## src/sv/abas_pkg.sv

```systemverilog
// abas_pkg: shared constants, codes and types for the ADC block averager.
// Used by abas_divider, abas_multiplier and adc_block_average_stats.
`default_nettype none

package abas_pkg;

  // Fixed sizing of the block
  localparam int SAMPLE_BITS       = 12;
  localparam int MAX_AVERAGE       = 100;
  localparam int MAX_BLOCK         = 1024;
  localparam int CHANNEL_COUNT     = 16;
  localparam int MIN_US_PER_SAMPLE = 2;

  // Register widths
  localparam int AVG_W      = 7;
  localparam int BLK_W      = 11;
  localparam int INTERVAL_W = 16;
  localparam int CHAN_W     = 4;
  localparam int CFG_W      = 16;
  localparam int CFG_ADDR_W = 2;

  // Datapath widths
  localparam int ACC_W  = $clog2(MAX_AVERAGE * ((1 << SAMPLE_BITS) - 1) + 1);
  localparam int MEAN_W = ACC_W;   // a mean can exceed the sample range after a count change
  localparam int SUM_W  = $clog2(MAX_BLOCK * ((1 << MEAN_W) - 1) + 1);
  localparam int SQ_W   = 34;      // square sum is kept modulo 2^SQ_W
  localparam int OUT_W  = 12;
  localparam int STAT_W = 2;
  localparam int DIV_W  = SUM_W;
  localparam int DEN_W  = BLK_W;
  localparam int MUL_W  = MEAN_W;

  // Register indexes
  localparam logic [CFG_ADDR_W-1:0] REG_AVERAGE_COUNT     = 2'd0;
  localparam logic [CFG_ADDR_W-1:0] REG_BLOCK_COUNT       = 2'd1;
  localparam logic [CFG_ADDR_W-1:0] REG_SAMPLING_INTERVAL = 2'd2;
  localparam logic [CFG_ADDR_W-1:0] REG_CHANNEL_INDEX     = 2'd3;

  // Status codes
  localparam logic [STAT_W-1:0] STATUS_OK          = 2'd0;
  localparam logic [STAT_W-1:0] STATUS_UNSUPPORTED = 2'd1;
  localparam logic [STAT_W-1:0] STATUS_BAD_CHANNEL = 2'd2;

  typedef enum logic [2:0] {
    ST_IDLE,
    ST_DIV_MEAN,
    ST_SQ_MEAN,
    ST_DIV_AVG,
    ST_MUL_NA,
    ST_MUL_SQ,
    ST_EMIT
  } state_t;

  typedef struct packed {
    logic [OUT_W-1:0]  average_value;
    logic [OUT_W-1:0]  block_min;
    logic [OUT_W-1:0]  block_max;
    logic [SQ_W-1:0]   square_sum;
    logic [STAT_W-1:0] status;
    logic              last_of_block;
  } result_t;

endpackage

`default_nettype wire

```

## src/sv/abas_divider.sv

```systemverilog
// abas_divider: restoring bit-serial unsigned divider, one quotient bit per cycle.
// Depends on abas_pkg for widths.
`default_nettype none

module abas_divider
  import abas_pkg::*;
(
  input  logic             clk,
  input  logic             rst,
  input  logic             start,
  input  logic [DIV_W-1:0] dividend,
  input  logic [DEN_W-1:0] divisor,
  output logic             done,
  output logic [DIV_W-1:0] quotient
);

  localparam int CNT_W = $clog2(DIV_W);

  logic [DIV_W-1:0] quo;
  logic [DEN_W-1:0] rem;
  logic [DEN_W-1:0] den;
  logic [CNT_W-1:0] cnt;
  logic             busy;
  logic [DEN_W:0]   rem_sh;
  logic [DEN_W:0]   rem_sub;
  logic             fits;

  // dividend bits shift out of the top of quo while quotient bits shift in
  assign rem_sh  = {rem, quo[DIV_W-1]};
  assign rem_sub = rem_sh - {1'b0, den};
  assign fits    = rem_sh >= {1'b0, den};

  always_ff @(posedge clk) begin
    if (rst) begin
      busy <= 1'b0;
      done <= 1'b0;
    end else begin
      done <= 1'b0;
      if (start) begin
        quo  <= dividend;
        rem  <= '0;
        den  <= divisor;
        cnt  <= '0;
        busy <= 1'b1;
      end else if (busy) begin
        quo <= {quo[DIV_W-2:0], fits};
        rem <= fits ? rem_sub[DEN_W-1:0] : rem_sh[DEN_W-1:0];
        cnt <= cnt + 1'b1;
        if (cnt == CNT_W'(DIV_W - 1)) begin
          busy <= 1'b0;
          done <= 1'b1;
        end
      end
    end
  end

  assign quotient = quo;

endmodule

`default_nettype wire

```

## src/sv/abas_multiplier.sv

```systemverilog
// abas_multiplier: bit-serial shift-add multiply-accumulate, modulo 2^SQ_W.
// Depends on abas_pkg for widths.
`default_nettype none

module abas_multiplier
  import abas_pkg::*;
(
  input  logic             clk,
  input  logic             rst,
  input  logic             start,
  input  logic [SQ_W-1:0]  init,
  input  logic [SQ_W-1:0]  mcand,
  input  logic [MUL_W-1:0] mplier,
  output logic             done,
  output logic [SQ_W-1:0]  product
);

  localparam int CNT_W = $clog2(MUL_W);

  logic [SQ_W-1:0]  prod;
  logic [SQ_W-1:0]  a;
  logic [MUL_W-1:0] b;
  logic [CNT_W-1:0] cnt;
  logic             busy;

  always_ff @(posedge clk) begin
    if (rst) begin
      busy <= 1'b0;
      done <= 1'b0;
    end else begin
      done <= 1'b0;
      if (start) begin
        prod <= init;
        a    <= mcand;
        b    <= mplier;
        cnt  <= '0;
        busy <= 1'b1;
      end else if (busy) begin
        if (b[0]) begin
          prod <= prod + a;
        end
        a   <= {a[SQ_W-2:0], 1'b0};
        b   <= {1'b0, b[MUL_W-1:1]};
        cnt <= cnt + 1'b1;
        if (cnt == CNT_W'(MUL_W - 1)) begin
          busy <= 1'b0;
          done <= 1'b1;
        end
      end
    end
  end

  assign product = prod;

endmodule

`default_nettype wire

```

## src/sv/adc_block_average_stats.sv

```systemverilog
// adc_block_average_stats: oversampling averager with block min, max and square sum.
// Depends on abas_pkg, abas_divider and abas_multiplier.
//
// Raw samples enter on s_axis; each request adds one sample to the running sum.
// Every average_count samples one result leaves on m_axis with the truncated
// mean and the block's min and max so far; the last mean of a block (tlast)
// also carries the sum of squared deviations from the floored block mean.
// With an invalid setup (interval below twice the count, or count over 100)
// each request gives one result with status "unsupported" and changes nothing.
// Flow: a sample that completes no mean is taken and the block stays idle. A
// mean runs through the serial divider (29 steps) and the serial squarer (19
// steps) before its result is emitted. The end of a block adds one more divide
// and two multiplies. An unsupported setup goes from idle straight to the emit
// state. s_axis_tready comes back in the cycle the result is loaded; one sample
// is in work at a time.
// The result sits in an output register, so the next sample is taken while
// the receiver stalls; work only waits if a second result is ready.
// Reset (rst, synchronous) restores the register defaults and clears all sums.
// Configuration writes are taken any cycle, but are meant for idle periods.
`default_nettype none

module adc_block_average_stats
  import abas_pkg::*;
(
  input  logic                  clk,
  input  logic                  rst,
  // configuration
  input  logic                  cfg_write,
  input  logic [CFG_ADDR_W-1:0] cfg_addr,
  input  logic [CFG_W-1:0]      cfg_wdata,
  // samples
  input  logic                  s_axis_tvalid,
  output logic                  s_axis_tready,
  input  logic [15:0]           s_axis_tdata,   // [11:0] raw_sample
  // results
  output logic                  m_axis_tvalid,
  input  logic                  m_axis_tready,
  output logic [71:0]           m_axis_tdata,   // average_value, block_min, block_max,
                                                // square_sum, zero fill
  output logic [STAT_W-1:0]     m_axis_tuser,   // status
  output logic                  m_axis_tlast    // last_of_block
);

  state_t state, state_next;

  logic [AVG_W-1:0]      avg_count;
  logic [BLK_W-1:0]      blk_count;
  logic [INTERVAL_W-1:0] interval;
  logic [CHAN_W-1:0]     chan;

  logic [ACC_W-1:0]  acc;
  logic [AVG_W-1:0]  raw_cnt;
  logic [BLK_W-1:0]  blk_pos;
  logic [MEAN_W-1:0] run_min;
  logic [MEAN_W-1:0] run_max;
  logic [SUM_W-1:0]  sum_s;
  logic [SQ_W-1:0]   sum_q;
  logic [MEAN_W-1:0] mean;
  logic [MEAN_W-1:0] floor_mean;
  logic              is_last;
  result_t           res;
  result_t           out_res;

  logic [AVG_W-1:0]   n_avg;
  logic [BLK_W-1:0]   n_blk;
  logic               cfg_ok;
  logic               in_fire;
  logic [ACC_W-1:0]   acc_sum;
  logic [AVG_W-1:0]   cnt_inc;
  logic               mean_done;
  logic [MEAN_W-1:0]  mean_new;
  logic [BLK_W-1:0]   pos_inc;
  logic [MEAN_W-1:0]  min_new;
  logic [MEAN_W-1:0]  max_new;
  logic [STAT_W-1:0]  status_now;
  logic               out_free;

  logic             div_start;
  logic [DIV_W-1:0] div_num;
  logic [DEN_W-1:0] div_den;
  logic             div_done;
  logic [DIV_W-1:0] div_quot;

  logic             mul_start;
  logic [SQ_W-1:0]  mul_init;
  logic [SQ_W-1:0]  mul_a;
  logic [MUL_W-1:0] mul_b;
  logic             mul_done;
  logic [SQ_W-1:0]  mul_prod;

  abas_divider u_div (
    .clk      (clk),
    .rst      (rst),
    .start    (div_start),
    .dividend (div_num),
    .divisor  (div_den),
    .done     (div_done),
    .quotient (div_quot)
  );

  abas_multiplier u_mul (
    .clk     (clk),
    .rst     (rst),
    .start   (mul_start),
    .init    (mul_init),
    .mcand   (mul_a),
    .mplier  (mul_b),
    .done    (mul_done),
    .product (mul_prod)
  );

  // effective counts and setup check
  assign n_avg  = (avg_count == '0) ? AVG_W'(1) : avg_count;
  assign n_blk  = (blk_count == '0) ? BLK_W'(1) :
                  (blk_count > BLK_W'(MAX_BLOCK)) ? BLK_W'(MAX_BLOCK) : blk_count;
  assign cfg_ok = ((INTERVAL_W+1)'(interval) >=
                   (INTERVAL_W+1)'(avg_count) * (INTERVAL_W+1)'(MIN_US_PER_SAMPLE)) &&
                  (avg_count <= AVG_W'(MAX_AVERAGE));

  assign s_axis_tready = (state == ST_IDLE);
  assign in_fire       = s_axis_tvalid && s_axis_tready;
  assign acc_sum       = acc + ACC_W'(s_axis_tdata[SAMPLE_BITS-1:0]);
  assign cnt_inc       = raw_cnt + 1'b1;
  assign mean_done     = cnt_inc >= n_avg;

  assign mean_new   = div_quot[MEAN_W-1:0];
  assign pos_inc    = blk_pos + 1'b1;
  assign min_new    = (blk_pos == '0 || mean_new < run_min) ? mean_new : run_min;
  assign max_new    = (blk_pos == '0 || mean_new > run_max) ? mean_new : run_max;
  assign status_now = ({1'b0, chan} >= (CHAN_W+1)'(CHANNEL_COUNT)) ?
                      STATUS_BAD_CHANNEL : STATUS_OK;
  assign out_free   = !m_axis_tvalid || m_axis_tready;

  always_ff @(posedge clk) begin
    if (rst) begin
      state <= ST_IDLE;
    end else begin
      state <= state_next;
    end
  end

  // sequencer: mean divide, square, then at block end floor-mean divide and
  // the two multiplies of Q + a * (n * a - 2 * S)
  always_comb begin
    state_next = state;
    div_start  = 1'b0;
    div_num    = '0;
    div_den    = '0;
    mul_start  = 1'b0;
    mul_init   = '0;
    mul_a      = '0;
    mul_b      = '0;
    unique case (state)
      ST_IDLE: begin
        if (in_fire) begin
          if (!cfg_ok) begin
            state_next = ST_EMIT;
          end else if (mean_done) begin
            div_start  = 1'b1;
            div_num    = DIV_W'(acc_sum);
            div_den    = DEN_W'(n_avg);
            state_next = ST_DIV_MEAN;
          end
        end
      end
      ST_DIV_MEAN: begin
        if (div_done) begin
          mul_start  = 1'b1;
          mul_init   = sum_q;
          mul_a      = SQ_W'(mean_new);
          mul_b      = mean_new;
          state_next = ST_SQ_MEAN;
        end
      end
      ST_SQ_MEAN: begin
        if (mul_done) begin
          if (is_last) begin
            div_start  = 1'b1;
            div_num    = DIV_W'(sum_s);
            div_den    = blk_pos;
            state_next = ST_DIV_AVG;
          end else begin
            state_next = ST_EMIT;
          end
        end
      end
      ST_DIV_AVG: begin
        if (div_done) begin
          mul_start  = 1'b1;
          mul_a      = SQ_W'(blk_pos);
          mul_b      = mean_new;
          state_next = ST_MUL_NA;
        end
      end
      ST_MUL_NA: begin
        if (mul_done) begin
          mul_start  = 1'b1;
          mul_init   = sum_q;
          mul_a      = mul_prod - SQ_W'({sum_s, 1'b0});
          mul_b      = floor_mean;
          state_next = ST_MUL_SQ;
        end
      end
      ST_MUL_SQ: begin
        if (mul_done) begin
          state_next = ST_EMIT;
        end
      end
      ST_EMIT: begin
        if (out_free) begin
          state_next = ST_IDLE;
        end
      end
      default: state_next = ST_IDLE;
    endcase
  end

  always_ff @(posedge clk) begin
    if (rst) begin
      avg_count     <= AVG_W'(1);
      blk_count     <= BLK_W'(1);
      interval      <= INTERVAL_W'(2);
      chan          <= '0;
      acc           <= '0;
      raw_cnt       <= '0;
      blk_pos       <= '0;
      run_min       <= '0;
      run_max       <= '0;
      sum_s         <= '0;
      sum_q         <= '0;
      m_axis_tvalid <= 1'b0;
    end else begin
      if (cfg_write) begin
        unique case (cfg_addr)
          REG_AVERAGE_COUNT:     avg_count <= cfg_wdata[AVG_W-1:0];
          REG_BLOCK_COUNT:       blk_count <= cfg_wdata[BLK_W-1:0];
          REG_SAMPLING_INTERVAL: interval  <= cfg_wdata[INTERVAL_W-1:0];
          REG_CHANNEL_INDEX:     chan      <= cfg_wdata[CHAN_W-1:0];
          default: ;
        endcase
      end

      // a new result may be loaded in the cycle the old one is taken
      if (state == ST_EMIT && out_free) begin
        out_res       <= res;
        m_axis_tvalid <= 1'b1;
      end else if (m_axis_tvalid && m_axis_tready) begin
        m_axis_tvalid <= 1'b0;
      end

      case (state)
        ST_IDLE: begin
          if (in_fire) begin
            if (!cfg_ok) begin
              res <= '{average_value: '0, block_min: '0, block_max: '0,
                       square_sum: '0, status: STATUS_UNSUPPORTED,
                       last_of_block: 1'b0};
            end else if (mean_done) begin
              acc     <= '0;
              raw_cnt <= '0;
            end else begin
              acc     <= acc_sum;
              raw_cnt <= cnt_inc;
            end
          end
        end
        ST_DIV_MEAN: begin
          if (div_done) begin
            mean    <= mean_new;
            run_min <= min_new;
            run_max <= max_new;
            sum_s   <= sum_s + SUM_W'(mean_new);
            blk_pos <= pos_inc;
            is_last <= pos_inc >= n_blk;
          end
        end
        ST_SQ_MEAN: begin
          if (mul_done) begin
            sum_q <= mul_prod;
            if (!is_last) begin
              res <= '{average_value: mean[OUT_W-1:0],
                       block_min: run_min[OUT_W-1:0],
                       block_max: run_max[OUT_W-1:0],
                       square_sum: '0, status: status_now,
                       last_of_block: 1'b0};
            end
          end
        end
        ST_DIV_AVG: begin
          if (div_done) begin
            floor_mean <= mean_new;
          end
        end
        ST_MUL_SQ: begin
          if (mul_done) begin
            res <= '{average_value: mean[OUT_W-1:0],
                     block_min: run_min[OUT_W-1:0],
                     block_max: run_max[OUT_W-1:0],
                     square_sum: mul_prod, status: status_now,
                     last_of_block: 1'b1};
            blk_pos <= '0;
            run_min <= '0;
            run_max <= '0;
            sum_s   <= '0;
            sum_q   <= '0;
          end
        end
        default: ;
      endcase
    end
  end

  assign m_axis_tdata = {2'b00, out_res.square_sum, out_res.block_max,
                         out_res.block_min, out_res.average_value};
  assign m_axis_tuser = out_res.status;
  assign m_axis_tlast = out_res.last_of_block;

endmodule

`default_nettype wire
```

## config.mk

```make
export PLATFORM = sky130hd
export DESIGN_NAME = adc_block_average_stats
export DESIGN_NICKNAME = d
export VERILOG_FILES = /design/src/sv/abas_pkg.sv /design/src/sv/abas_divider.sv /design/src/sv/abas_multiplier.sv /design/src/sv/adc_block_average_stats.sv
export SDC_FILE = /design/constraint.sdc
export NUM_CORES = 1
export LEC_CHECK = 0
export BUFFER_PORTS_ARGS = -buffer_cell sky130_fd_sc_hd__buf_2
export CAP_MARGIN = 20
export CELL_PAD_IN_SITES_DETAIL_PLACEMENT = 0
export CELL_PAD_IN_SITES_GLOBAL_PLACEMENT = 2
export CORE_UTILIZATION = 44
export DETAILED_ROUTE_END_ITERATION = 16
export PLACE_DENSITY_LB_ADDON = 0.3
export SLEW_MARGIN = 20
export SYNTH_ARGS = -nofsm -noshare
export SYNTH_HDL_FRONTEND = slang
export SYNTH_SLANG_ARGS = --single-unit
```

## constraint.sdc

```tcl
create_clock -name clk -period 42 [get_ports clk]
set_clock_uncertainty 0.15 [all_clocks]
set_input_delay 8.4 -clock clk [delete_from_list [all_inputs] [get_ports clk]]
set_output_delay 8.4 -clock clk [all_outputs]
set_load 0.02 [all_outputs]
```

==> impl_results.md, run 1 <==
* Largest net degree at the start of global routing at 65
* Crit-path cells: buf_2, ha_1, fa_1, a21o_1, a21oi_1, o21ai_0, a31oi_1, nand4b_1, a41oi_2, nand4_1, xor2_1, o21ai_0
* Reg clk slew, reported paths at 0.06 ns
* Fin nets at 2888
* CP Launch Type: input port
* Cell depth of the worst hold path at 0
* Die ar. at 60360 um2
* # IOs at 116
* Gr usage total at 22.65%
* Pleak at 11.00 nW
* Filler cell count at 5313
* Number of global-route vias before repair at 18982
* Drt pass-1 iters at 7
* Status: completed
* Async set-reset flop share out of synthesis at 0%
* Total inserted antenna cells at 0
* Die H at 245.7 um
* Post-synth top area share at 37.24%
* Crit path depth at 12
* Commonest non-fill, non-tap cell in the layout: edfxtp_1
* Data required, critical path at 42.19 ns
* CTS Buf Count at 55
* Initial DRC count at 1293
* CTS H-tree depth at 2
* Clock Path Buffers at 3
* WP buf/inv at 1
* CP top delay family: compound AO/OA/AOI/OAI gates
* Max-slew headroom at 22.99%
* Gpl congestion at 0.8950
* Post_cts resized at 0
* Area delta synth->final at 12.33%
* Max-slew violations at 0
* Largest cells by area after synthesis: edfxtp_1 37%, dfxtp_1 14%, ha_1 8.3%, nand2_1 4.6%, a21oi_1 3.9%
* Post-DP Area at 27460 um2
* Worst-Margin Slew at 1.153 ns
* Post-CTS setup buffers at 0
* Buffers on Ports at 108
* Tmin final at 10.79 ns
* PwrDens at 44.10 nW/um2
* CTS Hold Bufs at 0
* CTS tree: yes
* # rows at 88
* Final Hold Fails at 0
* Sink Count at 504
* Root buffer cell: clkbuf_16
* Routed WL at 68420 um
* Util after Layout at 50.49%
* Power consumption at 0.001295 W
* Critical path arrival at 10.97 ns
* Final Setup Violations at 0
* Latest clock arrival within the worst-skew pair at 0.62 ns
* Vias at 19687
* Primary FF master, synth: edfxtp_1
* Core Footprint at 58140 um2
* Commonest non-fill, non-tap cells in the layout: 324 x edfxtp_1, 318 x nand2_1, 215 x nor2_1
* Critical Path Max Stage Delay at 0.41 ns
* Critical path endpoint category: flop
* Max-Cap Viols at 0
* Max IR drop VDD at 0.03681 mV
* RSZ-0062 raised after global routing: no
* Worst min-delay path class: reg2reg
* Cell taking the most area after synthesis: edfxtp_1
* GRT overflow at 0
* Syn avg cell area at 10.04 um2
* Initial cell density of the core at 44.94%
* DP HPWL at 46900 um
* Synth warn at 0
* CP most frequent cell: o21ai_0
* Crit path kind: in2reg
* Post-route ant nets at 0
* Remaining DRCs at 0
* Crit-path slowest cell: fa_1
* Yosys cell types at 86
* Share of cells above drive strength 1 at 10.85%
* Cell count after synthesis at 2603
* R2R depth at 11
* Synthesized flop and latch total at 504
* Avg Vias per Cell at 5.652
* Final Cell Area at 29350 um2
* Post-Syn Area at 26130 um2
* Post-synth EDFFs at 324
* Fmax at 0.09268 GHz
* Final period utilization at 25.69%
* Seq/Total Area, Yosys at 51.03%
* Worst Path Max Fanout at 9
* DIE WIDTH at 245.7 um
* Setup TNS at 0 ns
* First-pass GRT wire length at 106700 um
* Initial antenna violation count at 3
* WL per Instance at 19.64 um
## cells by family after synthesis
logic type               count (synthesis)  synth area share (%)
other                                    1               0.01435
AND/OR/NAND/NOR                        854                 15.01
flip-flops                             504                 51.03
AO/OA/AOI/OAI                          654                 16.22
buffers and inverters                  266                 3.922
multiplexers                            32                 1.317
adder cells (fa/ha/maj)                178                 8.667
XOR/XNOR                               114                 3.821
## final timing paths
path | to | slack [ns] | start
setup / recovery | u_div.quotient[18]$_DFFE_PP_ | 31.21 | s_axis_tdata[0]
hold / removal | m_axis_tdata[25]$_DFFE_PP_ | 0.26 | res[38]$_DFFE_PP_
setup reg to reg | res[55]$_DFFE_PP_ | 37.37 | state[1]$_SDFFE_PP0P_
hold reg to reg | m_axis_tdata[25]$_DFFE_PP_ | 0.26 | res[38]$_DFFE_PP_
## worst reg2reg max path, delay by kind of cell, from the launching register on
kind	cells	cell delay (ns)
compound gates	3	0.66
buf+inv	6	2.87
flops	1	0.31
simple gates	2	0.17
## registers in the layout (all words and copies together), names as in the netlist, 3 cells and up
register        flops
res                72
m_axis_tdata       70
sum_q              34
u_mul.a            34
u_mul.product      34
sum_s              29
u_div.quotient     29
acc                19
floor_mean         19
run_max            19
run_min            19
u_mul.b            19
interval           16
mean               12
blk_count          11
blk_pos            11
u_div.den          11
u_div.rem          11
avg_count           7
raw_cnt             7
u_div.cnt           5
u_mul.cnt           5
state               3
## routing by layer
metal,global-route usage [%],up-vias,share of wire [%]
met5,0,-,0
met4,7.033,0,2.9
met3,3.558,117,5.6
met2,36.50,530,46
met1,31.19,9486,46
li1,-,9554,-
## cell type report
cell class / instances / area [um2] / area share (%)
Tap cell: 765 / 957.2 / 3.261
Clock inverter: 30 / 377.9 / 1.287
Clock buffer: 74 / 1509 / 5.141
Multi-Input combinational cell: 1835 / 11890 / 40.50
Timing Repair Buffer: 139 / 775.7 / 2.643
Inverter: 136 / 510.5 / 1.739
Sequential cell: 504 / 13330 / 45.43
## report_power, final
| part | leakage (nW) | internal, W | switching [W] |
|---|---|---|---|
| logic | 5.69 | 0.0000632 | 0.000125 |
| registers | 4.40 | 0.000577 | 0.0000281 |
| clock network | 0.909 | 0.000297 | 0.000204 |
| total | 11.0 | 0.000937 | 0.000357 |
## synth_stat cells (all sizes together) (5+ instances only)
master / number
o211ai: 15
nand2: 319
a31oi: 20
nor3: 36
nand2b: 31
nor2b: 31
a21oi: 203
fa: 5
o221ai: 10
o21a: 15
nor4: 9
a2111oi: 5
nor3b: 7
clkbuf: 111
a221oi: 6
and2: 14
a211o: 6
o31a: 5
edfxtp: 324
buf: 19
o31ai: 8
a31o: 6
o21bai: 7
mux2: 19
xnor2: 64
a211oi: 20
dfxtp: 180
o21ai: 151
a22oi: 46
xor2: 50
nor2: 218
ha: 173
nand3: 85
nand4: 18
nor4b: 5
or3: 12
a41oi: 5
mux2i: 13
and3: 46
a221o: 10
inv: 135
or2: 7
a21o: 53
a22o: 38
## stage by stage
stage	hold slack, ns	cells	worst slack [ns]
after floorplan	0.2503	2605	20.99
after global routing	0.2663	3483	30.97
after CTS	0.2639	3483	31.13
after global placement	0.2505	3379	30.65
after detailed placement	0.2545	3379	30.60
final	0.2630	3483	31.21
Power figures use the tool's default switching activity.
==> run 2, diff against run 1 <==
--- a/config.mk
+++ b/config.mk
@@ -5,11 +5,12 @@
 export SDC_FILE = /design/constraint.sdc
 export NUM_CORES = 1
 export LEC_CHECK = 0
+export ABC_AREA = 1
 export BUFFER_PORTS_ARGS = -buffer_cell sky130_fd_sc_hd__buf_2
 export CAP_MARGIN = 20
 export CELL_PAD_IN_SITES_DETAIL_PLACEMENT = 0
 export CELL_PAD_IN_SITES_GLOBAL_PLACEMENT = 2
-export CORE_UTILIZATION = 44
+export CORE_UTILIZATION = 38
 export DETAILED_ROUTE_END_ITERATION = 16
 export PLACE_DENSITY_LB_ADDON = 0.3
 export SLEW_MARGIN = 20
==> constraint.sdc (replaced) <==
create_clock -name clk -period 11.3 [get_ports clk]
set_clock_uncertainty 0.15 [all_clocks]
set_input_delay 2.26 -clock clk [delete_from_list [all_inputs] [get_ports clk]]
set_output_delay 2.26 -clock clk [all_outputs]
set_load 0.02 [all_outputs]
==> impl_results.md, run 2 <==
* Worst slack, placed at 5.877 ns
* WP buf/inv at 4
* Root buffer cell: clkbuf_16
* Die ar. at 74890 um2
* Primary FF master, synth: edfxtp_1
* Commonest non-fill, non-tap cell in the layout: nand2_1
* Post-CTS setup buffers at 0
* Commonest non-fill, non-tap cells in the layout: 927 x nand2_1, 385 x nor2_1, 360 x inv_1
* Final worst-path setup slack at 6.567 ns
* Drt pass-1 iters at 7
* Largest net degree at the start of global routing at 69
* Cell taking the most area after synthesis: edfxtp_1
* Crit-path slowest cell: buf_4
* Initial DRC count at 1897
* Cell count after synthesis at 3472
* CP Launch Type: input port
* Final period utilization at 41.88%
* Latest clock arrival within the worst-skew pair at 0.64 ns
* Most flops, register: res
* Remaining DRCs at 0
* Critical path endpoint category: flop
* Number of global-route vias before repair at 22744
* Clock Path Buffers at 3
* Post_cts resized at 0
* RSZ-0062 raised after global routing: no
* Fin nets at 3789
* Yosys cell types at 58
* CTS H-tree depth at 2
* Pleak at 13.00 nW
* CTS Hold Bufs at 0
* Worst-Margin Slew at 1.045 ns
* Synth warn at 0
* Post-synth top cells: 929 x nand2_1, 385 x nor2_1, 360 x inv_1, 324 x edfxtp_1, 311 x a21oi_1
* Status: completed
* Critical Path Max Stage Delay at 0.61 ns
* Final Setup Violations at 0
* Critical path arrival at 4.85 ns
* Post-synth EDFFs at 324
* # rows at 99
* Max-Cap Viols at 0
* CP top delay family: buffers and inverters
* PwrDens at 166.6 nW/um2
* DP HPWL at 63460 um
* Crit-path cells: buf_4, inv_2, buf_4, nand2_1, nor3_2, buf_4
* CTS Buf Count at 58
* WL per Instance at 18.70 um
* Share of cells above drive strength 1 at 8.227%
* Max IR drop VDD at 0.1133 mV
* Gpl congestion at 0.9082
* Core Footprint at 72960 um2
* Async set-reset flop share out of synthesis at 0%
* # IOs at 116
* Synthesized flop and latch total at 504
* Setup TNS at 0 ns
* Post-route ant nets at 0
* Seq/Total Area, Yosys at 47.54%
* Vias at 23779
* Final Hold Fails at 0
* CTS tree: yes
* Sink Count at 504
* DIE WIDTH at 273.7 um
* Post-DP Area at 29570 um2
* CP most frequent cell: buf_4
* Initial antenna violation count at 0
* Post-Syn Area at 28040 um2
* Routed WL at 85700 um
* First-pass GRT wire length at 133000 um
* Worst Path Max Fanout at 54
* Die H at 273.7 um
* Largest register FFs at 72
* Buffers on Ports at 108
* Data required, critical path at 11.42 ns
* Fmax at 0.2113 GHz
* Worst min-delay path class: reg2reg
* Final Cell Area at 31600 um2
* Syn avg cell area at 8.077 um2
* Tmin final at 4.733 ns
* Gr usage total at 22.93%
* Area delta synth->final at 12.66%
* Post-synth top area share at 34.69%
* Crit path kind: in2reg
* Initial cell density of the core at 38.44%
* Reg clk slew, reported paths at 0.06 ns
* Largest cells by area after synthesis: edfxtp_1 35%, dfxtp_1 13%, nand2_1 12%, ha_1 7.7%, a21oi_1 5.6%
* Count leader, synth: nand2_1
* Avg Vias per Cell at 5.190
* GRT overflow at 0
* Max-slew violations at 0
* Max-slew headroom at 29.99%
==> run 2: worst paths after layout <==
kind	from	endpoint	slack, ns	depth (start not counted)
worst max-delay path	rst	res[47]$_DFFE_PP_	6.57	6
worst min register to register	res[5]$_DFFE_PP_	m_axis_tdata[38]$_DFFE_PP_	0.27	0
worst max register to register	raw_cnt[0]$_SDFFE_PP0P_	u_div.cnt[2]$_SDFFCE_PN0P_	6.95	17
worst min-delay path	res[5]$_DFFE_PP_	m_axis_tdata[38]$_DFFE_PP_	0.27	0
==> run 2: layer usage <==
metal / track usage, % / wire, um / part of all wire (%)
met5: 0 / 0 / 0
met3: 2.518 / 3605 / 4.2
met2: 37.72 / 39540 / 46
met1: 32.24 / 40880 / 48
met4: 5.131 / 1677 / 2.0
==> run 2: layout make-up <==
class | count | area [um2]
Inverter | 374 | 1406
Tap cell | 959 | 1200
Clock inverter | 32 | 351.6
Antenna cell | 1 | 2.502
Timing Repair Buffer | 139 | 795.8
Clock buffer | 78 | 1660
Fill cell | 7347 | 41360
Sequential cell | 504 | 13330
Multi-Input combinational cell | 2495 | 12850
==> run 2: where the power goes <==
group | internal, W | switching [W]
Sequential | 0.00219 | 0.000117
Combinational | 0.000311 | 0.000679
Clock | 0.00115 | 0.000817
==> run 2: logic make-up (layout without fill, tap and decap cells) <==
family	Yosys count	in the layout	share of synthesized area, %
DFF	504	504	47.54
buffers and inverters	475	623	6.768
other	1	4	0.01337
xor gates and xnor gates	39	39	1.218
and+or+nand+nor	1735	1735	25.89
adders and majority gates	178	178	8.075
AOI/OAI and AO/OA	540	540	10.49
==> run 2: stage by stage <==
step | total power, W | util (%) | hold WS [ns] | cells
after floorplan | 0.002987 | - | 0.2503 | 3474
after global placement | 0.003305 | 40.50 | 0.2523 | 4469
after detailed placement | 0.003335 | 40.52 | 0.2545 | 4470
after CTS | 0.005326 | 43.28 | 0.2665 | 4580
after global routing | 0.005528 | 43.30 | 0.2678 | 4581
final | 0.005264 | 43.31 | 0.2660 | 4582
